File: src/sv/ssw_pkg.sv
package ssw_pkg;

  // Field widths
  localparam int unsigned SampleW = 16;
  localparam int unsigned TimeW   = 32;
  localparam int unsigned StatusW = 8;
  localparam int unsigned CountW  = 16;

  // Stream payload widths (padded to whole bytes)
  localparam int unsigned InDataW  = 56;
  localparam int unsigned OutDataW = 64;

  // Configuration port
  localparam int unsigned CfgIdxW  = 1;
  localparam int unsigned CfgDataW = 32;

  typedef enum logic [CfgIdxW-1:0] {
    CFG_FROZEN_LIMIT = 1'b0,
    CFG_COOLDOWN_MS  = 1'b1
  } cfg_idx_t;

  // Reset values of the configuration registers
  localparam logic [CountW-1:0] FrozenLimitRst = 16'd10;
  localparam logic [TimeW-1:0]  CooldownRst    = 32'd60000;

  // One input tick
  typedef struct packed {
    logic                      sensor_alive;
    logic signed [SampleW-1:0] temp_sample;
    logic [TimeW-1:0]          uptime_ms;
    logic [StatusW-1:0]        power_status;
  } tick_t;

  // One result
  typedef struct packed {
    logic               stall_event;
    logic               recovery_request;
    logic               stalled_now;
    logic [CountW-1:0]  frozen_count;
    logic [StatusW-1:0] status_echo;
    logic [TimeW-1:0]   recovery_total;
  } result_t;

  // Active configuration
  typedef struct packed {
    logic [CountW-1:0] frozen_limit;
    logic [TimeW-1:0]  cooldown_ms;
  } cfg_t;

endpackage

File: src/sv/ssw_detect.sv
// Stall detector: holds the watchdog state and evaluates one tick per step.
module ssw_detect (
  input  logic             clk,
  input  logic             rst_n,
  input  logic             step_en,
  input  ssw_pkg::cfg_t    cfg,
  input  ssw_pkg::tick_t   tick,
  output ssw_pkg::result_t result
);
  import ssw_pkg::*;

  logic [SampleW-1:0] last_sample_r, last_sample_nxt;
  logic               have_sample_r, have_sample_nxt;
  logic [CountW-1:0]  repeat_count_r, repeat_count_nxt;
  logic               stall_flag_r, stall_flag_nxt;
  logic [TimeW-1:0]   last_req_time_r, last_req_time_nxt;
  logic               requested_once_r, requested_once_nxt;
  logic [TimeW-1:0]   request_total_r, request_total_nxt;

  logic               match;
  logic [CountW-1:0]  cnt_base;
  logic               stall_base;
  logic               hit;
  logic [TimeW-1:0]   elapsed;
  logic               hold;
  logic               req;

  // Repeat detection and cooldown check
  assign match      = have_sample_r && (tick.temp_sample == last_sample_r);
  assign cnt_base   = !match ? '0 :
                      (&repeat_count_r) ? repeat_count_r : repeat_count_r + 1'b1;
  assign stall_base = match && stall_flag_r;
  assign hit        = cnt_base >= cfg.frozen_limit;
  assign elapsed    = tick.uptime_ms - last_req_time_r;
  assign hold       = requested_once_r && (elapsed < cfg.cooldown_ms);
  assign req        = tick.sensor_alive && hit && !hold;

  // Next state
  always_comb begin
    last_sample_nxt    = last_sample_r;
    have_sample_nxt    = 1'b0;
    repeat_count_nxt   = '0;
    stall_flag_nxt     = 1'b0;
    last_req_time_nxt  = last_req_time_r;
    requested_once_nxt = requested_once_r;
    request_total_nxt  = request_total_r;
    if (tick.sensor_alive) begin
      last_sample_nxt  = tick.temp_sample;
      have_sample_nxt  = !req;
      repeat_count_nxt = req ? '0 : cnt_base;
      stall_flag_nxt   = hit || stall_base;
      if (req) begin
        last_req_time_nxt  = tick.uptime_ms;
        requested_once_nxt = 1'b1;
        request_total_nxt  = request_total_r + 1'b1;
      end
    end
  end

  // Result of this tick; a dead sensor reports only the total
  always_comb begin
    result.stall_event      = tick.sensor_alive && hit && !stall_base;
    result.recovery_request = req;
    result.stalled_now      = stall_flag_nxt;
    result.frozen_count     = tick.sensor_alive ? cnt_base : '0;
    result.status_echo      = result.stall_event ? tick.power_status : '0;
    result.recovery_total   = request_total_nxt;
  end

  // State update
  always_ff @(posedge clk) begin
    if (!rst_n) begin
      last_sample_r    <= '0;
      have_sample_r    <= 1'b0;
      repeat_count_r   <= '0;
      stall_flag_r     <= 1'b0;
      last_req_time_r  <= '0;
      requested_once_r <= 1'b0;
      request_total_r  <= '0;
    end else if (step_en) begin
      last_sample_r    <= last_sample_nxt;
      have_sample_r    <= have_sample_nxt;
      repeat_count_r   <= repeat_count_nxt;
      stall_flag_r     <= stall_flag_nxt;
      last_req_time_r  <= last_req_time_nxt;
      requested_once_r <= requested_once_nxt;
      request_total_r  <= request_total_nxt;
    end
  end

endmodule

File: src/sv/stuck_sensor_watchdog_core.sv
// Channel  | Dir | Signals                       | Content
// in_      | in  | tvalid tready tdata tuser     | sensor tick
// out_     | out | tvalid tready tdata           | watchdog result
// cfg_     | in  | we addr wdata                 | register writes
//
// One tick per clock cycle sustained while out_tready stays high.
// A transaction goes from the input register to the result register;
// the watchdog state update sits between those two registers.
// Reset (rst_n low, synchronous) clears state, config to defaults, valids.
// A stalled output holds the result; the input register still takes a tick
// while it is empty, then backpressure reaches in_tready.
module stuck_sensor_watchdog_core (
  input  logic                           clk,
  input  logic                           rst_n,
  // Input stream
  input  logic                           in_tvalid,
  output logic                           in_tready,
  // [15:0] temp_sample, [47:16] uptime_ms, [55:48] power_status
  input  logic [ssw_pkg::InDataW-1:0]    in_tdata,
  // [0] sensor_alive
  input  logic                           in_tuser,
  // Result stream
  output logic                           out_tvalid,
  input  logic                           out_tready,
  // [0] stall_event, [1] recovery_request, [2] stalled_now,
  // [18:3] frozen_count, [26:19] status_echo, [58:27] recovery_total,
  // [63:59] zero
  output logic [ssw_pkg::OutDataW-1:0]   out_tdata,
  // Configuration
  input  logic                           cfg_we,
  input  logic [ssw_pkg::CfgIdxW-1:0]    cfg_addr,
  input  logic [ssw_pkg::CfgDataW-1:0]   cfg_wdata
);
  import ssw_pkg::*;

  cfg_t    cfg_r;
  tick_t   tick_r;
  logic    tick_vld_r;
  result_t res;
  result_t res_r;
  logic    out_vld_r;
  logic    out_load;

  // Configuration registers
  always_ff @(posedge clk) begin
    if (!rst_n) begin
      cfg_r.frozen_limit <= FrozenLimitRst;
      cfg_r.cooldown_ms  <= CooldownRst;
    end else if (cfg_we) begin
      unique case (cfg_idx_t'(cfg_addr))
        CFG_FROZEN_LIMIT: cfg_r.frozen_limit <= cfg_wdata[CountW-1:0];
        CFG_COOLDOWN_MS:  cfg_r.cooldown_ms  <= cfg_wdata[TimeW-1:0];
        default: ;
      endcase
    end
  end

  // Handshake: result register takes a held tick when empty or drained
  assign out_load  = tick_vld_r && (!out_vld_r || out_tready);
  assign in_tready = !tick_vld_r || out_load;

  // Input register
  always_ff @(posedge clk) begin
    if (!rst_n) begin
      tick_vld_r <= 1'b0;
    end else if (in_tready) begin
      tick_vld_r <= in_tvalid;
    end
  end

  always_ff @(posedge clk) begin
    if (in_tready && in_tvalid) begin
      tick_r.sensor_alive <= in_tuser;
      tick_r.temp_sample  <= in_tdata[15:0];
      tick_r.uptime_ms    <= in_tdata[47:16];
      tick_r.power_status <= in_tdata[55:48];
    end
  end

  ssw_detect u_detect (
    .clk     (clk),
    .rst_n   (rst_n),
    .step_en (out_load),
    .cfg     (cfg_r),
    .tick    (tick_r),
    .result  (res)
  );

  // Result register
  always_ff @(posedge clk) begin
    if (!rst_n) begin
      out_vld_r <= 1'b0;
    end else if (out_load) begin
      out_vld_r <= 1'b1;
    end else if (out_tready) begin
      out_vld_r <= 1'b0;
    end
  end

  always_ff @(posedge clk) begin
    if (out_load) begin
      res_r <= res;
    end
  end

  assign out_tvalid = out_vld_r;
  assign out_tdata  = {5'd0,
                       res_r.recovery_total,
                       res_r.status_echo,
                       res_r.frozen_count,
                       res_r.stalled_now,
                       res_r.recovery_request,
                       res_r.stall_event};

endmodule
File: config.mk
export PLATFORM = sky130hd
export DESIGN_NAME = stuck_sensor_watchdog_core
export DESIGN_NICKNAME = d
export VERILOG_FILES = /design/src/sv/ssw_pkg.sv /design/src/sv/ssw_detect.sv /design/src/sv/stuck_sensor_watchdog_core.sv
export SDC_FILE = /design/constraint.sdc
export NUM_CORES = 1
export LEC_CHECK = 0
export BUFFER_PORTS_ARGS = -buffer_cell sky130_fd_sc_hd__buf_2
export CAP_MARGIN = 10
export CORE_ASPECT_RATIO = 1.25
export CORE_UTILIZATION = 59
export CTS_CLUSTER_SIZE = 12
export DETAILED_ROUTE_END_ITERATION = 7
export GPL_TIMING_DRIVEN = 0
export PLACE_DENSITY = 0.81
export SYNTH_ARGS = -nofsm -noshare
export SYNTH_HDL_FRONTEND = slang
export SYNTH_SLANG_ARGS = --single-unit
export TNS_END_PERCENT = 10
File: constraint.sdc
create_clock -name clk -period 6.1 [get_ports clk]
set_input_delay 0.915 -clock clk [delete_from_list [all_inputs] [get_ports clk]]
set_output_delay 0.915 -clock clk [all_outputs]
set_load 0.02 [all_outputs]
# [After elaboration in Yosys (flattened, before gate mapping)]
# Index checks and enable logic that the tools add are counted.
[totals] register_bits=265 out_inout_bits=66 wordCells=60
[op_classes] add_sub_neg=3 n_lt_le_gt_ge=2 n_eq_ne=1 muxes=10 bitwise_logic=1 reduce_logical=22
[op_table] op="16-bit 2-to-1 mux" n=4
[op_table] op="32-bit 2-to-1 mux" n=2
[op_table] op="32-bit by 1-bit adder with 32-bit output, second input constant" n=1
[op_table] op="32-bit less-than comparator" n=1
[op_table] op="32-bit subtractor" n=1
[op_table] op="16-bit by 1-bit adder with 16-bit output, second input constant" n=1
[op_table] op="16-bit equality test" n=1
[op_table] op="16-bit >= comparator" n=1
[op_table] op="16-bit AND reduction" n=1
[op_table] op="1-bit logical AND" n=8
[op_table] op="2-bit AND reduction" n=3
[op_table] op="1-bit zero test" n=5
[op_table] op="1-bit 2-to-1 mux" n=4
[op_table] op="1-bit logical OR" n=3
[op_table] op="3-bit AND reduction" n=1
[op_table] op="2-bit nonzero test" n=1
[op_table] op="1-bit NOT" n=1

# [Depth between registers and ports, before layout]
[depth] ltp_word=8 ltp_mapped=24

# [Modules after synthesis]
# Synthesis repeated with hierarchy kept, for this count alone.
[hier_totals] hier_cells=1432 area_unflattened_um2=13701.9
[by_module_without_submodules] mod="ssw_detect" instances=1 cells_per_inst=1093 area_per_inst_um2=8222.9 seq_area_each_um2=1981.9
[by_module_without_submodules] mod="stuck_sensor_watchdog_core" instances=1 cells_per_inst=339 area_per_inst_um2=5479.0 seq_area_each_um2=4484.3

# [Least setup slack after synthesis]
# Ideal clock, no wire load.
[synth_path] kind="register to register" startpoint="reg tick_r[8] (netlist bit)" endpoint="reg res_r (netlist bit out_tdata[58]) (data pin)" arrival_time_ns=4.747 required_time_ns=5.842 setup_slack_ns=1.095 path_stages_with_launch=23 path_buffers=2 cell_sequence="edfxtp_1 inv_1 ha_1 inv_1 fa_1 a211oi_1 o21bai_1 a211oi_1 o211ai_1 a22oi_1 nor2b_1 o21ai_0 xor2_1 ha_1 nand4_1 or3_1 a311oi_2 a211oi_4 or2_1 buf_2 buf_6 or3_4 xnor2_2"
[synth_rtl] item="start: declaration" line_no="stuck_sensor_watchdog_core.sv:37" rtl="tick_t tick_r;"
[synth_rtl] item="end signal: assignment" line_no="stuck_sensor_watchdog_core.sv:102" rtl="res_r <= res;"
[synth_rtl] item="end: declaration" line_no="stuck_sensor_watchdog_core.sv:40" rtl="result_t res_r;"

==> out/qor.csv <==
metric;value;unit
dp_hpwl;23300;um
avgViaCountPerCell;5.70;
cts_tree;built;
area.sequential;6470;um2
rsz0062_at_grt;false;
hold_viol_final;0;
dieArea;23200;um2
leakagePower;5.89;nW
cts.sinks;265;
root_buffer;clkbuf_16;
cp_slowest_stage_delay;450;ps
setup_violations;0;
overflow;0;
worstRegToRegCells;23;
first_iter_violations;555;
syn_inst;1390;
yosysWarnings;0;
cap_viol_max_count;0;
die_y;170;um
cp-startpoint;tick_r[8]$_DFFE_PP_;
placementRows;61;
power_density;254;nW/um2
diodes;0;
skew;14.0;ps
synth_enable_flop_cells;116;
dr.pass1.iters;5;
avgSynthCellArea;9.60;um2
clock_tree.buffer_depth;3;
fp.coreArea;22200;um2
ys_ff_latch;265;
nets;1758;
setup.worst_path.start_class;flop;
finalCritPeriodShare;95.7;%
crit_type;reg2reg;
min_from;cfg_r[24]$_SDFFE_PN0P_;
path_cells;inv_1 -> ha_1 -> inv_1 -> fa_1 -> a211oi_1 -> o21bai_1 -> a211oi_2 -> o211ai_1 -> a22oi_1 -> nor2b_1 -> o21ai_0 -> xor2_1 -> ha_1 -> nand4_1 -> or3_1 -> a311oi_2 -> a211oi_4 -> or2_1 -> buf_2 -> buf_6 -> clkbuf_4 -> nor2_1 -> xor2_1;
antenna_found_initial;0;
slew_violations;0;
grt_use_total;26.8;%
irDropWorstVdd;0.277;mV
routedWlPerCell;16.5;um
cts_inserted_buffers;27;
worst-path-stages;23;
synth.distinct_cells;73;
crit_arrival;6190;ps
seq_area_frac_synth;48.5;%
first_global_vias;10398;
clkTransAtPathRegs;60;ps
holdPathStages;2;
multi_input_area;6230;um2
worst-path-buf-inv;5;
ctsHoldBuffers;0;
status;finished clean;
synthToLayoutAreaGrowth;15.5;%
hold_class;reg2reg;
worst_pin_slew;849;ps
critPathRequiredTime;6450;ps
fillCellCount;1729;
worstSetupEndpointType;flop;
power;0.00392;W
cp_max_fo;10;
vias;10759;
pin_count;161;
cpMaxStageDelayCell;fa_1;
syn_area;13300;um2
insertion_delay;540;ps
layout-drive-gt1-share;16.2;%
start_util;60.1;%
grt_pass1_wl;49200;um
grt_max_degree;59;
wl;31100;um
synth_flop_cell;dfxtp_1;
ys_async_sr_fraction;0;%
worstReg2RegStart;tick_r[8]$_DFFE_PP_;
post-route-util;69.4;%
htree_num_levels;1;
slew_headroom;43.3;%
drc;0;
ant_nets;0;
worst_path_dominant_cell_family;compound AO/OA/AOI/OAI gates;
maxClockFrequency;171;MHz
fin_crit;5840;ps
place.gp.congestion;0.911;
portBuffers;154;
die_w;137;um
## path summary, 6_finish.rpt
check                                               end  slack [ps]
worst max-delay path            out_tdata[31]$_DFFE_PP_         260
worst min-delay path             cfg_r[24]$_SDFFE_PN0P_         460
worst max register to register  out_tdata[31]$_DFFE_PP_         260
worst min register to register   cfg_r[24]$_SDFFE_PN0P_         460
## layout by cell type, fill, tap and decap left out, drive strengths merged, types with 5 or more instances in the layout
cell type  instances
a211oi             6
a21o              24
a21oi            131
a22o               8
and2              19
and3              16
and4               5
buf              181
clkbuf            88
conb               5
dfxtp            149
edfxtp           116
ha                80
inv              101
mux2i              7
nand2            193
nand2b            17
nand3             64
nand4             16
nor2              77
nor2b              5
nor3              27
nor4              13
o211ai            12
o21a               8
o21ai             38
o21bai             7
o31ai             34
o41ai              9
or2                9
or3               11
xnor2             54
xor2              30
## worst min-delay path: cells and delay by family, from the launching register on
| family | cells | cell delay, ps |
|---|---|---|
| and+or+nand+nor | 1 | 50 |
| DFF | 1 | 310 |
| AOI/OAI and AO/OA | 1 | 50 |
## Yosys cell counts (3+ instances only)
master	n	share of area, %
nand2_1	193	5.4
o2111ai_1	3	0.20
nand3_1	63	2.4
nor4_2	4	0.38
a211oi_1	5	0.28
nor2b_1	5	0.23
o21bai_1	7	0.39
o41ai_2	3	0.37
xor2_1	30	2.0
nor3_2	11	0.83
dfxtp_1	149	22
a22o_1	8	0.53
xnor2_1	53	3.5
ha_1	80	7.5
o21ai_0	38	1.4
o31ai_1	34	1.9
o21a_1	8	0.45
inv_1	98	2.8
buf_2	11	0.41
nand2b_1	17	0.80
or3_4	3	0.25
clkbuf_1	40	1.1
and2_1	19	0.89
nand4_1	15	0.70
nor4_1	8	0.38
mux2i_1	7	0.53
or4_1	4	0.23
o41ai_1	6	0.39
buf_6	3	0.25
o211ai_1	12	0.68
edfxtp_1	116	26
and4_1	5	0.33
nor2_1	76	2.1
a21o_1	24	1.4
or3_1	8	0.38
or2_2	7	0.33
nor3_1	16	0.60
and3_1	16	0.75
buf_4	5	0.28
o311ai_2	3	0.37
buf_1	4	0.11
a21oi_1	131	4.9
or4b_1	4	0.30
## layer usage
metal	GRT usage [%]	wire length [um]
met4	12.3	1130
met5	0	0
met1	30.4	12100
met2	49.2	16000
met3	3.63	1860
## state kept, by name, summed over array words and instances (netlist names)
signal and count:
u_detect.repeat_count_r 16, tick_vld_r 1, u_detect.stall_flag_r 1, tick_r 57, u_detect.last_req_time_r 32, cfg_r 48
u_detect.request_total_r 32, u_detect.last_sample_r 16, out_tdata 59, u_detect.have_sample_r 1, u_detect.requested_once_r 1, out_tvalid 1
## what timing repair did
item                       in CTS  in global routing
gates cloned                    0                  0
setup endpoints to repair      41                 32
pin swaps                       0                  2
setup buffers                   0                  3
gates resized for setup         2                  1
## per-stage QoR
step	hold slack, ps	instances	setup slack, ps	setup TNS (ps)	instance area (um2)
floorplan	436	1394	1100	0	13400
global placement	443	1831	-251	-4710	14500
detailed placement	450	1833	-336	-7030	14500
CTS	459	1883	150	0	15400
global route	473	1886	17.4	0	15400
finish	458	1886	261	0	15400
## power breakdown
group          total, W  internal (W)  switching [W]
Sequential      0.00194       0.00191      0.0000273
Clock           0.00158      0.000913       0.000671
Combinational  0.000398      0.000153       0.000245
## cells by family after synthesis
group	share of synthesized area, %
DFF	48.5
and+or+nand+nor	18.0
other	0.0281
xor gates and xnor gates	5.57
AOI/OAI and AO/OA	14.7
muxes	0.525
buffers and inverters	5.05
adders and majority gates	7.65
## cell type report
type / instances / share of cell area, %
clock inverter: 3 / 0.122
tap: 283 / 2.30
sequential: 265 / 41.9
timing repair buffer: 159 / 5.45
multi-input combinational: 964 / 40.4
buffer: 63 / 1.91
clock buffer: 47 / 5.36
inverter: 102 / 2.49
No activity file was read; power rests on OpenSTA's default activity.
